## src/rtl/core/tamm_pkg.sv

```systemverilog
// Package for the telemetry averager with minimum and maximum tracking.
// Holds the item command codes and the sample width; no dependencies.
`default_nettype none

package tamm_pkg;

    localparam int SAMPLE_W = 8;

    typedef logic [SAMPLE_W-1:0] sample_t;

    typedef enum logic
    {
        FUNC_SAMPLE = 1'b0,
        FUNC_CLEAR  = 1'b1
    } func_t;

endpackage

`default_nettype wire

```

## src/rtl/core/tamm_in_if.sv

```systemverilog
// Input channel of the telemetry averager: valid/ready handshake and one sample item.
// Depends on tamm_pkg for the command code and sample types.
`default_nettype none

interface tamm_in_if
    import tamm_pkg::*;
();

    logic    valid;
    logic    ready;
    func_t   func;
    sample_t sample;
    logic    is_volts;

    modport source
    (
        output valid,
        input  ready,
        output func,
        output sample,
        output is_volts
    );

    modport sink
    (
        input  valid,
        output ready,
        input  func,
        input  sample,
        input  is_volts
    );

endinterface

`default_nettype wire

```

## src/rtl/core/tamm_out_if.sv

```systemverilog
// Result channel of the telemetry averager: valid/ready handshake and one result item.
// Depends on tamm_pkg for the sample type.
`default_nettype none

interface tamm_out_if
    import tamm_pkg::*;
();

    logic    valid;
    logic    ready;
    sample_t shown_value;
    sample_t minimum;
    sample_t maximum;

    modport source
    (
        output valid,
        input  ready,
        output shown_value,
        output minimum,
        output maximum
    );

    modport sink
    (
        input  valid,
        output ready,
        input  shown_value,
        input  minimum,
        input  maximum
    );

endinterface

`default_nettype wire

```

## src/rtl/core/telemetry_average_min_max.sv

```systemverilog
// Telemetry averager with minimum and maximum tracking.
// Each item on telem carries either a new sample or a clear command; for every item
// exactly one result item leaves on report with the shown value, minimum and maximum.
// For volts the shown value is the window sum plus the new sample divided by
// WINDOW_LEN + 1, save that the first reading is shown raw; otherwise it is the raw
// sample. A shown value of zero means no reading yet, and the first reading fills the whole window.
// An accepted item is held in the input register, and its result is registered in the
// result register and presented there with valid.
// Throughput is one item per clock cycle while report does not stall; the window sum, the
// reciprocal multiply and the state update all fit between the input and result registers.
// When report stalls, the result register holds its item and the input register can
// still take one more item, after which telem.ready falls until report drains.
// Reset clears the window, the shown value, both marks and all valid flags; a clear
// command returns the window, the shown value and both marks to zero at run time.
`default_nettype none

module telemetry_average_min_max
    import tamm_pkg::*;
#(
    parameter int WINDOW_LEN = 3
)
(
    input  wire logic        clk,
    input  wire logic        rst_n,
    tamm_in_if.sink          telem,
    tamm_out_if.source       report
);

    localparam int DIV       = WINDOW_LEN + 1;
    localparam int SUM_W     = $clog2(DIV * 255 + 1);
    localparam int RSHIFT    = SUM_W + $clog2(DIV) + 1;
    localparam int RECIP     = ((2 ** RSHIFT) + DIV - 1) / DIV;
    localparam int PROD_W    = SUM_W + RSHIFT;

    logic    s1_valid_reg;
    func_t   s1_func_reg;
    sample_t s1_sample_reg;
    logic    s1_volts_reg;

    sample_t history_reg [WINDOW_LEN];
    sample_t history_next [WINDOW_LEN];
    sample_t current_reg;
    sample_t current_next;
    sample_t low_mark_reg;
    sample_t low_mark_next;
    sample_t high_mark_reg;
    sample_t high_mark_next;

    logic    out_valid_reg;
    sample_t out_shown_reg;
    sample_t out_min_reg;
    sample_t out_max_reg;

    logic              advance;
    logic              fire;
    logic              first_reading;
    logic [SUM_W-1:0]  window_sum;
    logic [PROD_W-1:0] product;
    sample_t           average;

    assign advance     = !out_valid_reg || report.ready;
    assign fire        = s1_valid_reg && advance;
    assign telem.ready = !s1_valid_reg || advance;

    assign report.valid       = out_valid_reg;
    assign report.shown_value = out_shown_reg;
    assign report.minimum     = out_min_reg;
    assign report.maximum     = out_max_reg;

    always_comb
    begin
        window_sum = SUM_W'(s1_sample_reg);
        for (int i = 0; i < WINDOW_LEN; i++)
        begin
            window_sum = window_sum + SUM_W'(history_reg[i]);
        end
    end

    assign product = PROD_W'(window_sum) * PROD_W'(RECIP);
    assign average = product[RSHIFT +: SAMPLE_W];

    assign first_reading = (current_reg == '0);

    always_comb
    begin
        for (int i = 0; i < WINDOW_LEN; i++)
        begin
            history_next[i] = history_reg[i];
        end
        current_next   = current_reg;
        low_mark_next  = low_mark_reg;
        high_mark_next = high_mark_reg;

        if (s1_func_reg == FUNC_CLEAR)
        begin
            for (int i = 0; i < WINDOW_LEN; i++)
            begin
                history_next[i] = '0;
            end
            current_next   = '0;
            low_mark_next  = '0;
            high_mark_next = '0;
        end
        else
        begin
            if (first_reading)
            begin
                for (int i = 0; i < WINDOW_LEN; i++)
                begin
                    history_next[i] = s1_sample_reg;
                end
                current_next = s1_sample_reg;
            end
            else
            begin
                for (int i = 0; i < WINDOW_LEN - 1; i++)
                begin
                    history_next[i] = history_reg[i + 1];
                end
                history_next[WINDOW_LEN - 1] = s1_sample_reg;
                current_next = average;
            end

            if (!s1_volts_reg)
            begin
                current_next = s1_sample_reg;
            end

            if (low_mark_reg == '0 || s1_sample_reg < low_mark_reg)
            begin
                low_mark_next = s1_sample_reg;
            end

            if (high_mark_reg == '0 || s1_sample_reg > high_mark_reg)
            begin
                high_mark_next = s1_sample_reg;
            end
        end
    end

    always_ff @(posedge clk or negedge rst_n)
    begin
        if (!rst_n)
        begin
            s1_valid_reg  <= 1'b0;
            out_valid_reg <= 1'b0;
        end
        else
        begin
            if (telem.ready)
            begin
                s1_valid_reg <= telem.valid;
            end
            if (advance)
            begin
                out_valid_reg <= s1_valid_reg;
            end
        end
    end

    always_ff @(posedge clk or negedge rst_n)
    begin
        if (!rst_n)
        begin
            for (int i = 0; i < WINDOW_LEN; i++)
            begin
                history_reg[i] <= '0;
            end
            current_reg   <= '0;
            low_mark_reg  <= '0;
            high_mark_reg <= '0;
        end
        else if (fire)
        begin
            for (int i = 0; i < WINDOW_LEN; i++)
            begin
                history_reg[i] <= history_next[i];
            end
            current_reg   <= current_next;
            low_mark_reg  <= low_mark_next;
            high_mark_reg <= high_mark_next;
        end
    end

    always_ff @(posedge clk)
    begin
        if (telem.valid && telem.ready)
        begin
            s1_func_reg   <= telem.func;
            s1_sample_reg <= telem.sample;
            s1_volts_reg  <= telem.is_volts;
        end
        if (fire)
        begin
            out_shown_reg <= current_next;
            out_min_reg   <= low_mark_next;
            out_max_reg   <= high_mark_next;
        end
    end

    // A clear item leaves every tracked value at zero.
    assert property (@(posedge clk) disable iff (!rst_n)
        fire && s1_func_reg == FUNC_CLEAR
        |=> current_reg == '0 && low_mark_reg == '0 && high_mark_reg == '0)
        else $error("clear item did not zero the tracked values");

    // Once set, the minimum never exceeds the maximum.
    assert property (@(posedge clk) disable iff (!rst_n)
        low_mark_reg != '0 |-> low_mark_reg <= high_mark_reg)
        else $error("minimum above maximum");

    // A sample in a unit other than volts is shown raw.
    assert property (@(posedge clk) disable iff (!rst_n)
        fire && s1_func_reg == FUNC_SAMPLE && !s1_volts_reg
        |=> current_reg == $past(s1_sample_reg))
        else $error("raw sample not shown for non-volt unit");

    // A result appears only after an item left the input register.
    assert property (@(posedge clk) disable iff (!rst_n)
        $rose(out_valid_reg) |-> $past(s1_valid_reg))
        else $error("result item without a source item");

    // The result register reports the state that the item left behind.
    assert property (@(posedge clk) disable iff (!rst_n)
        fire |=> out_shown_reg == current_reg && out_min_reg == low_mark_reg
            && out_max_reg == high_mark_reg)
        else $error("result item differs from tracked state");

endmodule

`default_nettype wire
```

## src/flat_wrapper.sv

```systemverilog
// flat-port wrapper written by rule: the top's interface ports become plain ports
module telemetry_average_min_max_flat import tamm_pkg::*;
#(
    parameter int WINDOW_LEN = 3
)
  (clk, rst_n, telem_valid, telem_ready, telem_func, telem_sample, telem_is_volts, report_valid, report_ready, report_shown_value, report_minimum, report_maximum);
  tamm_in_if telem_i ();
  tamm_out_if report_i ();
  input  wire logic clk;
  input  wire logic rst_n;
  input wire logic [$bits(telem_i.valid)-1:0] telem_valid;
  output wire logic [$bits(telem_i.ready)-1:0] telem_ready;
  input wire logic [$bits(telem_i.func)-1:0] telem_func;
  input wire logic [$bits(telem_i.sample)-1:0] telem_sample;
  input wire logic [$bits(telem_i.is_volts)-1:0] telem_is_volts;
  output wire logic [$bits(report_i.valid)-1:0] report_valid;
  input wire logic [$bits(report_i.ready)-1:0] report_ready;
  output wire logic [$bits(report_i.shown_value)-1:0] report_shown_value;
  output wire logic [$bits(report_i.minimum)-1:0] report_minimum;
  output wire logic [$bits(report_i.maximum)-1:0] report_maximum;
  assign telem_i.valid = telem_valid;
  assign telem_ready = telem_i.ready;
  assign telem_i.func = telem_func;
  assign telem_i.sample = telem_sample;
  assign telem_i.is_volts = telem_is_volts;
  assign report_valid = report_i.valid;
  assign report_i.ready = report_ready;
  assign report_shown_value = report_i.shown_value;
  assign report_minimum = report_i.minimum;
  assign report_maximum = report_i.maximum;
  telemetry_average_min_max #(.WINDOW_LEN(WINDOW_LEN)) u_core (.clk(clk), .rst_n(rst_n), .telem(telem_i), .report(report_i));
endmodule
```

## config.mk

```make
export PLATFORM = sky130hd
export DESIGN_NAME = telemetry_average_min_max_flat
export DESIGN_NICKNAME = d
export VERILOG_FILES = /design/src/rtl/core/tamm_pkg.sv /design/src/rtl/core/tamm_in_if.sv /design/src/rtl/core/tamm_out_if.sv /design/src/rtl/core/telemetry_average_min_max.sv /design/src/flat_wrapper.sv
export SDC_FILE = /design/constraint.sdc
export NUM_CORES = 1
export LEC_CHECK = 0
export BUFFER_PORTS_ARGS = -buffer_cell sky130_fd_sc_hd__buf_2
export CAP_MARGIN = 20
export CORE_MARGIN = 3
export CORE_UTILIZATION = 55
export DETAILED_ROUTE_END_ITERATION = 16
export GPL_ROUTABILITY_DRIVEN = 0
export HOLD_SLACK_MARGIN = 0.06
export PLACE_DENSITY = 0.74
export SLEW_MARGIN = 10
export SYNTH_ARGS = -nofsm -noshare
export SYNTH_HDL_FRONTEND = slang
export SYNTH_SLANG_ARGS = --single-unit
```

## constraint.sdc

```tcl
create_clock -name clk -period 4.12 [get_ports clk]
set_input_delay 0.824 -clock clk [delete_from_list [all_inputs] [get_ports clk]]
set_output_delay 0.824 -clock clk [all_outputs]
set_load 0.005 [all_outputs]
```

==> After elaboration in Yosys (flattened, before gate mapping) <==
Index checks and enable logic that the tools add are counted.
W data, S select, Z words.
{ "classes": {"add_sub_neg": 3, "multipliers": 0, "n_div": 0, "n_lt_le_gt_ge": 2, "n_eq_ne": 0, "n_shift": 0, "mux": 9, "n_bitwise": 0, "reduce_logical": 11} }
{ "op_table": {"columns": ["cell", "n"], "rows": [
  ["$mux W8", 7],
  ["$mux W24", 2],
  ["$logic_not A8 Y1", 3],
  ["$add A10 B8 Y10", 2],
  ["$add A8 B8 Y9", 1],
  ["$gt A8 B8 Y1", 1],
  ["$lt A8 B8 Y1", 1],
  ["$logic_or A1 B1 Y1", 4],
  ["$logic_and A1 B1 Y1", 2],
  ["$logic_not A1 Y1", 2]
]} }
{ "totals": {"ff_bits": 84, "latch_bits": 0, "ramBits": 0, "romBits": 0, "in_bits": 14, "out_inout_bits": 26, "mem_count": 0} }

==> Longest topological paths before layout <==
Gate-level depths: netlist (run 1).
{ "logic_depth": {"word_depth": 6, "depth_mapped": 16, "ltp_nobuf": 16} }

==> Worst setup path after synthesis (run 1) <==
No wires, ideal clock.
{ "synth_path": {"path_type": "flip-flop to flip-flop", "from": "register u_core.s1_sample_reg[2]", "to": "register u_core.out_shown_reg[4] (netlist: u_core.report.shown_value[4]) (data pin)", "setup_ns": 0.266, "arrival_time_ns": 3.408, "required_ns": 3.854, "path_slack_ns": 0.446, "path_stages_with_launch": 15, "path_buffers": 0, "period_less_slack_ns": 3.674, "path_cell_list": "edfxtp_1 ha_1 nor2b_1 o21ai_0 a21boi_0 o31ai_1 a21bo_2 fa_1 inv_1 ha_1 nor4b_1 a2111oi_0 o211ai_1 mux2i_1 nor2_1"} }
{ "synth_between": {"elab_chain_cells": 6} }
{ "synth_rtl": {"columns": ["item", "line", "source"], "rows": [
  ["start, declared", "telemetry_average_min_max.sv:37", "sample_t s1_sample_reg;"],
  ["start signal, assigned", "telemetry_average_min_max.sv:190", "s1_sample_reg <= telem.sample;"],
  ["$add A8 B8 Y9", "telemetry_average_min_max.sv:75", "window_sum = window_sum + SUM_W'(history_reg[i]);"],
  ["$add A10 B8 Y10 (2 in a row)", "telemetry_average_min_max.sv:75", null],
  ["$mux W8", "telemetry_average_min_max.sv:106", "if (first_reading)"],
  ["$mux W8", "telemetry_average_min_max.sv:124", "if (!s1_volts_reg)"],
  ["$mux W8", "telemetry_average_min_max.sv:94", "if (s1_func_reg == FUNC_CLEAR)"],
  ["named net u_core.current_next[4]", "telemetry_average_min_max.sv:43", "sample_t current_next;"],
  ["end signal, assigned", "telemetry_average_min_max.sv:195", "out_shown_reg <= current_next;"],
  ["end, declared", "telemetry_average_min_max.sv:50", "sample_t out_shown_reg;"]
]} }
The timed path passes the listed nets, and every way through them passes these cells.
A chain may end at the register's enable or synchronous reset.

==> Worst setup path after layout (run 1) <==
{ "layout_path": {"from": "register u_core.s1_sample_reg[0]", "to": "register u_core.out_shown_reg[4] (netlist: u_core.report.shown_value[4]) (data pin)"} }
The elaborated chain is that of the path after synthesis.

==> results_tabular.tex, run 1 <==
\begin{tabular}{lr}
\hline
Metric & Value \\
\hline
\multicolumn{2}{l}{\textbf{Power}} \\
Switch share & 40.5\% \\
Leakage power & 2.45 nW \\
Switching Power & 1.45 mW \\
Sequential group share of total power & 34.3\% \\
Total power & 3.57 mW \\
Clock group share of total power & 17.6\% \\
P\_int & between 2 and 2.5 mW \\
P per Cell Area & 652 mW/mm\^{}2 \\
Worst supply voltage drop on vdd & 338 uV \\
Proportion of power drawn by combinational gates & 48.1\% \\
\multicolumn{2}{l}{\textbf{STA}} \\
Total count of max-transition violations in the final report & 0 \\
Achievable frequency & 259 MHz \\
Count of final setup violators & 0 \\
Actual slew at the worst max-slew pin & 0.964 ns \\
Max-Slew Margin vs Limit & 35.6\% \\
Hold Slack & 0.497 ns \\
Fin crit share & approximately 94\% \\
RSZ-0062 raised after global routing & false \\
Setup skew after layout & 0.0113 ns \\
Final critical path time including I/O delays and setup & 3.86 ns \\
Final number of hold-violating endpoints & 0 \\
Final sum of negative setup slack & 0 ns \\
\multicolumn{2}{l}{\textbf{Clocking}} \\
Post CTS Setup Buffer Count & 0 \\
CTS clk-pin slew, worst paths & about 0.09 ns \\
Master cell of the clock root buffer & sky130\_fd\_sc\_hd\_\_clkbuf\_8 \\
Source-to-sink clock delay at the later pin of the worst-skew pair & 0.37 ns \\
Clock sink total & 84 \\
Max Root-Sink Buffers & 2 \\
Clock tree from TritonCTS & yes \\
Number of levels in the clock H-tree & 3 \\
Quantity of hold-fixing buffers added after cts & 0 \\
Total CTS buffers & 9 \\
\multicolumn{2}{l}{\textbf{Yosys}} \\
Count of synthesis-stage warnings from yosys & 0 \\
Most common flop cell mapped by yosys & sky130\_fd\_sc\_hd\_\_dfrtp\_1 \\
Synth async-reset ratio & 59.5\% \\
Number of flip-flops and latches in the synthesized netlist & 84 \\
Distinct cell type count after synthesis & 56 \\
Synth Area per Inst & 10.1 um\^{}2 \\
Netlist Area Pre-Place & approximately 0.0049 mm\^{}2 \\
Post-synthesis net count & 536 \\
Proportion of synthesized chip area in sequential cells & 46.5\% \\
Cells after synthesis & 482 \\
Number of enable-type register cells in the synthesized netlist & 34 \\
\multicolumn{2}{l}{\textbf{Drt}} \\
Post-route DRC & 0 \\
Average wire per standard cell & 17.2 um \\
Final Routed Wirelength & 11,000 um \\
Via-to-Cell Ratio & 6.09 \\
Violation count after the first detailed-routing iteration & 203 \\
Via count & 3,883 \\
Antenna viol nets, final & 0 \\
First-pass detailed-route iteration total & 5 \\
\multicolumn{2}{l}{\textbf{Critical path}} \\
Maximum fanout count along the critical path & 9 \\
Kind of start point of the critical path & register \\
Kind of critical path & register to register \\
Number of cell instances on the worst register-to-register path & 16 \\
Worst reg-to-reg setup slack & roughly 0.26 ns \\
CP required & 4.24 ns \\
Critical Path Sink Type & register \\
Data arrival time of the critical path & 3.97 ns \\
\multicolumn{2}{l}{\textbf{Cells and area}} \\
Synthesis-to-layout area growth & 11.8\% \\
Share of cells above drive strength 1 & 15.0\% \\
Post-route cell area & 0.00547 mm\^{}2 \\
Count of antenna diodes in the layout & 0 \\
Filler Cell Count & 693 \\
Max FFs per register & 24 \\
Nets & 582 \\
Most frequent standard cell in the layout excluding fill and tap cells & sky130\_fd\_sc\_hd\_\_dfrtp\_1 \\
Highest-count cells in the layout ignoring fill and taps & 50 x sky130\_fd\_sc\_hd\_\_dfrtp\_1, 49 x sky130\_fd\_sc\_hd\_\_inv\_1, 45 x sky130\_fd\_sc\_hd\_\_o21ai\_0 \\
Non-filler cells in the finished layout & between 600 and 700 \\
\multicolumn{2}{l}{\textbf{Hold path}} \\
Hold/Removal Path Class & register to register \\
Depth of the worst hold-timing path & 1 \\
\multicolumn{2}{l}{\textbf{Floorplan}} \\
Site Rows & 33 \\
Die Outline Area & around 0.010 mm\^{}2 \\
Die span in y & 100 um \\
Initial core utilization & 58.0\% \\
Die width & 100 um \\
Area inside the core boundary & 0.00842 mm\^{}2 \\
Number of placed I/O pins & 40 \\
\multicolumn{2}{l}{\textbf{Global routing}} \\
Overflow left after global routing & 0 \\
Number of global-route vias before repair & between 3,000 and 4,000 \\
Number of antenna violations at the first check in global routing & 0 \\
Total routing usage reported by global routing & 22.7\% \\
Largest net degree at the start of global routing & 51 \\
Global-route wire length before repair & 17,900 um \\
\multicolumn{2}{l}{\textbf{Placed design}} \\
Cells after DPL & 620 \\
Count of port buffers added during placement & 39 \\
Area post-placement & 0.00523 mm\^{}2 \\
DP HPWL & 7710 um \\
\multicolumn{2}{l}{\textbf{Job}} \\
Max-cap violation count & 0 \\
\multicolumn{2}{l}{\textbf{Outcome}} \\
Status & complete, no violations \\
\hline
\end{tabular}
synth_stat cells, drive strengths merged, types with 5 or more instances:
cell	count	share of area (%)
fa	9	3.7
o21ai	48	5.0
o22ai	9	1.2
clkbuf	14	1.1
a21o	7	1.1
or3	9	1.2
a21oi	33	3.4
nor2	22	1.7
o31ai	5	1.0
o311ai	5	0.90
nand3	11	1.1
ha	31	7.9
o21a	7	1.1
mux2i	17	3.5
dfrtp	50	26
a211oi	5	0.77
nand2	44	3.4
edfxtp	34	21
inv	49	3.8
nand2b	5	0.64
nor3	7	0.72
timing repair:
| item | 4_1_cts | 5_1_grt |
|---|---|---|
| endpoints found under the hold margin | 0 | 0 |
| gates resized for setup | 0 | 4 |
| endpoints found under the setup margin | 0 | 2 |
logic make-up (layout without fill, tap and decap cells):
| logic type | Yosys count | after routing | share of synthesized area, % |
|---|---|---|---|
| buffers and inverters | 68 | 119 | 5.35 |
| AOI/OAI and AO/OA | 142 | 142 | 19.1 |
| and+or+nand+nor | 120 | 120 | 11.9 |
| xor gates and xnor gates | 8 | 8 | 1.43 |
| DFF | 84 | 84 | 46.5 |
| muxes | 20 | 20 | 4.17 |
| adders and majority gates | 40 | 40 | 11.6 |
final cells by class:
type | count | area (um^2) | share of cell area (%)
clock buffer | 10 | 138 | 2.52
clock inverter | 6 | 72.6 | 1.33
inverter | 50 | 188 | 3.43
multi-input combinational | 330 | 2370 | 43.3
sequential | 84 | 2270 | 41.6
tap | 105 | 131 | 2.40
timing repair buffer | 53 | 295 | 5.40
metrics by stage:
step	util, %	worst slack, ns
global placement	62.1	0.316
detailed placement	62.1	0.154
floorplan	-	0.446
global route	64.9	0.0471
CTS	64.6	0.140
finish	64.9	0.264
per-layer routing:
layer	vias to the layer above	GRT usage, %	part of all wire, %
li1	1835	-	-
met1	1881	32.8	46
met2	145	34.4	46
met3	22	3.20	5.8
met4	0	9.43	2.0
met5	-	0	0
power by group through the flow:
stage               Sequential, mW  Clock, mW  Combinational [mW]
finish                        1.22      0.627                1.72
global route                  1.25      0.661                1.94
CTS                           1.22      0.628                1.67
detailed placement            1.24          0                1.66
global placement              1.23          0                1.61
floorplan                     1.22          0                1.29
path summary, 6_finish.rpt:
path | to | start
max reg2reg | u_core.report.shown_value[4]$_DFFE_PP_ | u_core.s1_sample_reg[0]$_DFFE_PP_
min | u_core.current_reg[5]$_DFFE_PN0P_ | u_core.current_reg[5]$_DFFE_PN0P_
min reg2reg | u_core.current_reg[5]$_DFFE_PN0P_ | u_core.current_reg[5]$_DFFE_PN0P_
min in group asynchronous | u_core.low_mark_reg[5]$_DFFE_PN0P_ | rst_n
max | u_core.report.shown_value[4]$_DFFE_PP_ | u_core.s1_sample_reg[0]$_DFFE_PP_
max in group asynchronous | u_core.current_reg[7]$_DFFE_PN0P_ | rst_n
critical path: stages (launching register included):
cell                        delay (ns)
sky130_fd_sc_hd__edfxtp_1         0.43
sky130_fd_sc_hd__ha_1             0.22
sky130_fd_sc_hd__inv_1            0.07
sky130_fd_sc_hd__fa_1             0.20
sky130_fd_sc_hd__nor2b_1          0.05
sky130_fd_sc_hd__o21ai_1          0.14
sky130_fd_sc_hd__a21boi_0         0.13
sky130_fd_sc_hd__o31ai_1          0.30
sky130_fd_sc_hd__a21bo_2          0.26
sky130_fd_sc_hd__fa_1             0.50
sky130_fd_sc_hd__inv_1            0.08
sky130_fd_sc_hd__ha_4             0.31
sky130_fd_sc_hd__and3b_1          0.19
sky130_fd_sc_hd__a2111oi_1        0.34
sky130_fd_sc_hd__o211ai_1         0.14
sky130_fd_sc_hd__mux2i_1          0.19
sky130_fd_sc_hd__nor2_1           0.06
Note: power is estimated with default switching activity, not from simulation.
==> run 2: changes to the inputs <==
--- a/config.mk
+++ b/config.mk
@@ -12,6 +12,7 @@
 export DETAILED_ROUTE_END_ITERATION = 16
 export GPL_ROUTABILITY_DRIVEN = 0
 export HOLD_SLACK_MARGIN = 0.06
+export MAX_ROUTING_LAYER = met4
 export PLACE_DENSITY = 0.74
 export SLEW_MARGIN = 10
 export SYNTH_ARGS = -nofsm -noshare
==> constraint.sdc (replaced) <==
create_clock -name clk -period 4.12 [get_ports clk]
set_input_delay 0.412 -clock clk [delete_from_list [all_inputs] [get_ports clk]]
set_output_delay 0.412 -clock clk [all_outputs]
set_load 0.005 [all_outputs]
==> run 2 against run 1 <==
Cell count is 0.16% lower. Maximum frequency shrank 1.2%. Utilization unchanged. Global-route usage increased by 1.6 points. Sequential share of layout area did not move. Largest cell class unchanged. Largest power group unchanged. Highest routed layer unchanged.
==> results_tabular.tex, run 2 (same netlist as run 1, synthesis figures left out) <==
\begin{tabular}{lr}
\hline
Metric & Value \\
\hline
\multicolumn{2}{l}{\textbf{Drt}} \\
Final Routed Wirelength & $\sim$11,000 um \\
First-pass detailed-route iteration total & 5 \\
Via-to-Cell Ratio & $\sim$6.0 \\
Antenna viol nets, final & 0 \\
Average wire per standard cell & 17.6 um \\
Via count & 3,816 \\
Post-route DRC & 0 \\
Violation count after the first detailed-routing iteration & 243 \\
\multicolumn{2}{l}{\textbf{Floorplan}} \\
Initial core utilization & between 50\% and 60\% \\
Site Rows & 33 \\
Die span in y & roughly 100 um \\
Area inside the core boundary & 0.00842 mm\^{}2 \\
Number of placed I/O pins & 40 \\
Die width & 100 um \\
Die Outline Area & roughly 0.010 mm\^{}2 \\
\multicolumn{2}{l}{\textbf{STA}} \\
Setup skew after layout & 0.0149 ns \\
Fin crit share & between 90\% and 100\% \\
Achievable frequency & roughly 260 MHz \\
Max-Slew Margin vs Limit & 25.7\% \\
Final critical path time including I/O delays and setup & approximately 4 ns \\
RSZ-0062 raised after global routing & false \\
Final sum of negative setup slack & 0 ns \\
Count of final setup violators & 0 \\
Hold Slack & 0.164 ns \\
Total count of max-transition violations in the final report & 0 \\
Final number of hold-violating endpoints & 0 \\
Actual slew at the worst max-slew pin & approximately 1.1 ns \\
\multicolumn{2}{l}{\textbf{Power}} \\
Worst supply voltage drop on vdd & about 310 uV \\
Leakage power & 2.45 nW \\
P per Cell Area & 658 mW/mm\^{}2 \\
Total power & 3.60 mW \\
\multicolumn{2}{l}{\textbf{Critical path}} \\
Number of buffer and inverter instances along the worst setup path & 2 \\
Cell at the slowest stage of the critical path & sky130\_fd\_sc\_hd\_\_fa\_1 \\
Data arrival time of the critical path & $\sim$4.0 ns \\
Number of cell instances on the worst register-to-register path & 16 \\
Number of stages on the worst setup path & 16 \\
Top delay family on crit path & compound AO/OA/AOI/OAI gates \\
CP required & around 4.2 ns \\
Kind of critical path & register to register \\
Kind of start point of the critical path & register \\
Critical-path cell list & ha\_1 > inv\_1 > fa\_1 > nor2b\_1 > o21ai\_1 > a21boi\_1 > o31ai\_1 > a21bo\_2 > fa\_1 > inv\_1 > ha\_2 > and3b\_1 > a2111oi\_1 > o211ai\_1 > mux2i\_1 > nor2\_1 \\
Critical Path Sink Type & register \\
Maximum fanout count along the critical path & 9 \\
Delay of the slowest critical-path stage & approximately 0.48 ns \\
\multicolumn{2}{l}{\textbf{Clocking}} \\
Max Root-Sink Buffers & 2 \\
Number of levels in the clock H-tree & 3 \\
Total CTS buffers & 9 \\
Source-to-sink clock delay at the later pin of the worst-skew pair & between 0.3 and 0.4 ns \\
Clock tree from TritonCTS & yes \\
Quantity of hold-fixing buffers added after cts & 0 \\
Master cell of the clock root buffer & sky130\_fd\_sc\_hd\_\_clkbuf\_8 \\
CTS clk-pin slew, worst paths & $\sim$0.10 ns \\
Clock sink total & 84 \\
\multicolumn{2}{l}{\textbf{Cells and area}} \\
Final design utilization & about two thirds \\
Synthesis-to-layout area growth & 11.8\% \\
Highest-count cells in the layout ignoring fill and taps & 50 x sky130\_fd\_sc\_hd\_\_dfrtp\_1, 49 x sky130\_fd\_sc\_hd\_\_inv\_1, 45 x sky130\_fd\_sc\_hd\_\_o21ai\_0 \\
Most frequent standard cell in the layout excluding fill and tap cells & sky130\_fd\_sc\_hd\_\_dfrtp\_1 \\
Max FFs per register & 24 \\
Count of antenna diodes in the layout & 0 \\
Nets & slightly below 600 \\
Share of cells above drive strength 1 & 14.8\% \\
Non-filler cells in the finished layout & 637 \\
\multicolumn{2}{l}{\textbf{Hold path}} \\
Hold/Removal Path Class & primary input to async pin \\
\multicolumn{2}{l}{\textbf{Placed design}} \\
Count of port buffers added during placement & 39 \\
Cells after DPL & 620 \\
DP HPWL & 7800 um \\
\multicolumn{2}{l}{\textbf{Job}} \\
Max-cap violation count & 0 \\
\multicolumn{2}{l}{\textbf{Global routing}} \\
Global-route wire length before repair & 18,500 um \\
Overflow left after global routing & 0 \\
Total routing usage reported by global routing & 24.3\% \\
Number of global-route vias before repair & 3,793 \\
Largest net degree at the start of global routing & 51 \\
Number of antenna violations at the first check in global routing & 0 \\
\multicolumn{2}{l}{\textbf{Outcome}} \\
Status & complete, no violations \\
\hline
\end{tabular}
[run 2: layout make-up]
| class | instances | area, um^2 |
|---|---|---|
| clock buffers | 9 | 124 |
| fillers | 700 | 2960 |
| inverters | 50 | 188 |
| repair buffers | 52 | 293 |
| flip-flops and latches | 84 | 2270 |
| clock inverters | 7 | 98.8 |
| multi-input cells | 330 | 2360 |
| well taps | 105 | 131 |
[run 2: metal layers]
layer / up-vias / global-route usage (%) / part of all wire, %
li1: 1831 / - / -
met1: 1824 / 33.0 / 45
met2: 140 / 37.0 / 47
met3: 21 / 4.17 / 6.2
met4: 0 / 8.50 / 1.8
met5: - / - / 0
[run 2: stage by stage]
step / worst slack, ns / cell area (um^2)
CTS: 0.109 / 5450
finish: 0.216 / 5470
detailed placement: 0.179 / 5230
floorplan: 0.446 / 4890
global route: 0.0374 / 5470
global placement: 0.316 / 5230
[run 2: power breakdown]
part	total [mW]	internal (mW)	switching, mW
logic	1.71	0.705	1.01
registers	1.22	1.10	0.123
clock network	0.662	0.346	0.316
[run 2: worst paths after layout]
| check | slack (ns) | endpoint | startpoint |
|---|---|---|---|
| worst max-delay path | 0.22 | u_core.report.shown_value[4]$_DFFE_PP_ | u_core.s1_sample_reg[0]$_DFFE_PP_ |
| worst min-delay path | 0.16 | u_core.high_mark_reg[0]$_DFFE_PN0P_ | rst_n |
| worst max register to register | 0.22 | u_core.report.shown_value[4]$_DFFE_PP_ | u_core.s1_sample_reg[0]$_DFFE_PP_ |
| worst min register to register | 0.49 | u_core.current_reg[2]$_DFFE_PN0P_ | u_core.current_reg[2]$_DFFE_PN0P_ |
| max in group asynchronous | 3.51 | u_core.history_reg[2]$_DFFE_PN0P_ | rst_n |
| min in group clk | 0.23 | u_core.s1_sample_reg[7]$_DFFE_PP_ | telem_sample[7] |
[run 2: timing repair]
action,4_1_cts,5_1_grt
buffers inserted,0,1
gates resized for setup,0,4
setup endpoints to repair,0,2
==> run 3: changes to the inputs <==
--- a/config.mk
+++ b/config.mk
@@ -8,12 +8,12 @@
 export BUFFER_PORTS_ARGS = -buffer_cell sky130_fd_sc_hd__buf_2
 export CAP_MARGIN = 20
 export CORE_MARGIN = 3
-export CORE_UTILIZATION = 55
+export CORE_UTILIZATION = 54
 export DETAILED_ROUTE_END_ITERATION = 16
 export GPL_ROUTABILITY_DRIVEN = 0
 export HOLD_SLACK_MARGIN = 0.06
 export MAX_ROUTING_LAYER = met4
-export PLACE_DENSITY = 0.74
+export PLACE_DENSITY = 0.76
 export SLEW_MARGIN = 10
 export SYNTH_ARGS = -nofsm -noshare
 export SYNTH_HDL_FRONTEND = slang
==> constraint.sdc (replaced) <==
create_clock -name clk -period 3.3 [get_ports clk]
set_input_delay 0.33 -clock clk [delete_from_list [all_inputs] [get_ports clk]]
set_output_delay 0.33 -clock clk [all_outputs]
set_load 0.005 [all_outputs]
==> run 3 against run 2 <==
The run now ends with negative setup slack left. Combinational power rose by 51%. Non-clock buffer count grew 25. Routed wire length grew 7.8%. Critical path depth unchanged. Maximum frequency increased by 7.2%. Die area increased by 1.7%. Clock power grew 14%. Via count rose by 3.7%. Register-to-register slack worse by 0.56 ns. Worst hold slack lost 0.016 ns. Clock-buffer cell count grew 2.
==> results_tabular.tex, run 3 (same netlist as run 1, synthesis figures left out) <==
\begin{tabular}{lr}
\hline
Metric & Value \\
\hline
\multicolumn{2}{l}{\textbf{Cells and area}} \\
Share of cells above drive strength 1 & around 23\% \\
Filler Cell Count & a little under 700 \\
Highest-count cells in the layout ignoring fill and taps & 50 x sky130\_fd\_sc\_hd\_\_dfrtp\_1, 46 x sky130\_fd\_sc\_hd\_\_inv\_1, 43 x sky130\_fd\_sc\_hd\_\_nand2\_1 \\
Max FFs per register & 24 \\
Count of antenna diodes in the layout & 0 \\
Nets & roughly 610 \\
Non-filler cells in the finished layout & 665 \\
Synthesis-to-layout area growth & 18.5\% \\
Most frequent standard cell in the layout excluding fill and tap cells & sky130\_fd\_sc\_hd\_\_dfrtp\_1 \\
\multicolumn{2}{l}{\textbf{Critical path}} \\
Data arrival time of the critical path & roughly 3.7 ns \\
Maximum fanout count along the critical path & 3 \\
Launch point of the worst reg-to-reg path & u\_core.s1\_sample\_reg[0]\$\_DFFE\_PP\_ \\
Kind of start point of the critical path & register \\
Endpoint of the worst setup timing path & u\_core.report.shown\_value[4]\$\_DFFE\_PP\_ \\
CP required & between 3 and 4 ns \\
Kind of critical path & register to register \\
Worst setup path startpoint & u\_core.s1\_sample\_reg[0]\$\_DFFE\_PP\_ \\
Number of stages on the worst setup path & 16 \\
Critical-path cell list & ha\_2 > inv\_2 > fa\_2 > nor2b\_2 > o21ai\_2 > a21boi\_2 > o31ai\_2 > a21bo\_2 > fa\_1 > inv\_2 > ha\_4 > and3b\_1 > a2111oi\_2 > o211ai\_1 > mux2i\_1 > nor2\_1 \\
Critical Path Sink Type & register \\
Top delay family on crit path & compound AO/OA/AOI/OAI gates \\
Delay of the slowest critical-path stage & between 0.4 and 0.5 ns \\
CP dominant cell by count & sky130\_fd\_sc\_hd\_\_inv\_2 \\
Worst r2r dst & u\_core.report.shown\_value[4]\$\_DFFE\_PP\_ \\
Number of buffer and inverter instances along the worst setup path & 2 \\
Worst reg-to-reg setup slack & -0.34 ns \\
Cell at the slowest stage of the critical path & sky130\_fd\_sc\_hd\_\_fa\_1 \\
Number of cell instances on the worst register-to-register path & 16 \\
\multicolumn{2}{l}{\textbf{STA}} \\
Setup WS post-layout & -0.341 ns \\
Max-Slew Margin vs Limit & 35.3\% \\
Actual slew at the worst max-slew pin & slightly below 1 ns \\
Fin crit share & 110\% \\
Achievable frequency & 275 MHz \\
Total count of max-transition violations in the final report & 0 \\
Setup skew after layout & between 0.01 and 0.015 ns \\
Final number of hold-violating endpoints & 0 \\
Count of final setup violators & 14 \\
Final critical path time including I/O delays and setup & between 3 and 4 ns \\
RSZ-0062 raised after global routing & true \\
Hold Slack & between 0.1 and 0.15 ns \\
\multicolumn{2}{l}{\textbf{Global routing}} \\
Number of global-route vias before repair & 3,955 \\
Largest net degree at the start of global routing & 44 \\
Overflow left after global routing & 0 \\
Number of antenna violations at the first check in global routing & 0 \\
Total routing usage reported by global routing & 25.2\% \\
Global-route wire length before repair & 19,500 um \\
\multicolumn{2}{l}{\textbf{Power}} \\
Switch share & 40.2\% \\
Worst supply voltage drop on vdd & 402 uV \\
P\_int & 2.92 mW \\
Clock group share of total power & between 10\% and 20\% \\
Proportion of power drawn by combinational gates & 53.1\% \\
Sequential group share of total power & 31.4\% \\
Switching Power & 1.96 mW \\
Leakage power & 2.58 nW \\
P per Cell Area & 842 mW/mm\^{}2 \\
\multicolumn{2}{l}{\textbf{Drt}} \\
Via count & a little under 4,000 \\
Post-route DRC & 0 \\
Via-to-Cell Ratio & between 5 and 6 \\
Antenna viol nets, final & 0 \\
Average wire per standard cell & between 15 and 20 um \\
Final Routed Wirelength & 12,100 um \\
First-pass detailed-route iteration total & 5 \\
Violation count after the first detailed-routing iteration & approximately 330 \\
\multicolumn{2}{l}{\textbf{Floorplan}} \\
Site Rows & 34 \\
Initial core utilization & between 50 and 60\% \\
Die Outline Area & 0.0102 mm\^{}2 \\
Area inside the core boundary & 0.00876 mm\^{}2 \\
Number of placed I/O pins & 40 \\
Die width & 101 um \\
Die span in y & 101 um \\
\multicolumn{2}{l}{\textbf{Placed design}} \\
Count of port buffers added during placement & 39 \\
DP HPWL & roughly 8500 um \\
Cells after DPL & 641 \\
\multicolumn{2}{l}{\textbf{Clocking}} \\
CTS clk-pin slew, worst paths & roughly 0.09 ns \\
Clock sink total & 84 \\
Number of levels in the clock H-tree & 3 \\
Total CTS buffers & 9 \\
Master cell of the clock root buffer & sky130\_fd\_sc\_hd\_\_clkbuf\_8 \\
Source-to-sink clock delay at the later pin of the worst-skew pair & approximately 0.36 ns \\
Clock tree from TritonCTS & yes \\
Max Root-Sink Buffers & 2 \\
\multicolumn{2}{l}{\textbf{Outcome}} \\
Violated checks & negative setup slack \\
Status & finished with violations \\
\multicolumn{2}{l}{\textbf{Hold path}} \\
Hold/Removal Path Class & primary input to register \\
\multicolumn{2}{l}{\textbf{Job}} \\
Max-cap violation count & 0 \\
\hline
\end{tabular}
==> run 3: cell types whose count changed in the layout (fill, tap and decap cells not counted), moves of 3 or more <==
cell	delta
sky130_fd_sc_hd__buf_4	+20
sky130_fd_sc_hd__ha_1	-5
sky130_fd_sc_hd__a211oi_1	-4
sky130_fd_sc_hd__a211oi_2	+4
sky130_fd_sc_hd__ha_4	+4
sky130_fd_sc_hd__inv_1	-3
sky130_fd_sc_hd__inv_2	+3
sky130_fd_sc_hd__o21ai_0	-3
==> run 3: how the worst min path moves through the flow <==
stage,from,end,cells after the start
after floorplan,rst_n,u_core.current_reg[0]$_DFFE_PN0P_,0
after global placement,rst_n,u_core.low_mark_reg[5]$_DFFE_PN0P_,1
after detailed placement,rst_n,u_core.low_mark_reg[5]$_DFFE_PN0P_,1
after CTS,telem_sample[4],u_core.s1_sample_reg[4]$_DFFE_PP_,1
after global routing,telem_is_volts,u_core.s1_volts_reg$_DFFE_PP_,1
final,telem_sample[4],u_core.s1_sample_reg[4]$_DFFE_PP_,1
==> run 3: cell type report <==
class / instances / area, um^2 / area share, %
clock inverter: 5 / 58.8 / 1.01
sequential: 84 / 2270 / 39.2
tap: 108 / 135 / 2.33
multi-input combinational: 330 / 2500 / 43.1
clock buffer: 11 / 141 / 2.44
timing repair buffer: 77 / 500 / 8.64
inverter: 50 / 188 / 3.24
==> run 3: what timing repair did <==
action                                  CTS  global route
endpoints found under the setup margin    9            13
gates cloned                              0             0
buffers inserted                          2             4
pin swaps                                 4            12
hold buffers                              1             0
endpoints found under the hold margin    28             0
gates resized for setup                   7            18
==> run 3: per-layer routing <==
metal | vias to the layer above | global-route usage [%] | routed length, um
met5 | - | - | 0
met4 | 0 | 8.28 | 208
met3 | 15 | 2.69 | 561
met2 | 125 | 40.9 | 5990
met1 | 1944 | 33.2 | 5300
li1 | 1875 | - | -
==> run 3: power by group through the flow <==
stage	clock [mW]	sequential, mW	combinational (mW)
floorplan	0	1.52	1.72
global placement	0	1.54	2.30
detailed placement	0	1.55	2.39
CTS	0.771	1.53	2.45
global route	0.811	1.56	2.90
finish	0.757	1.53	2.59
==> run 3: stage by stage <==
stage / cell area (um^2) / setup TNS [ns] / worst slack [ns] / utilization (%) / total power, mW
after floorplan: 4950 / -0.361 / -0.221 / - / 3.24
after global placement: 5440 / -0.883 / -0.239 / 62.1 / 3.84
after detailed placement: 5440 / -2.15 / -0.392 / 62.1 / 3.94
after CTS: 5690 / -1.47 / -0.332 / 64.9 / 4.75
after global routing: 5790 / -4.49 / -0.505 / 66.1 / 5.27
final: 5790 / -2.45 / -0.341 / 66.1 / 4.88
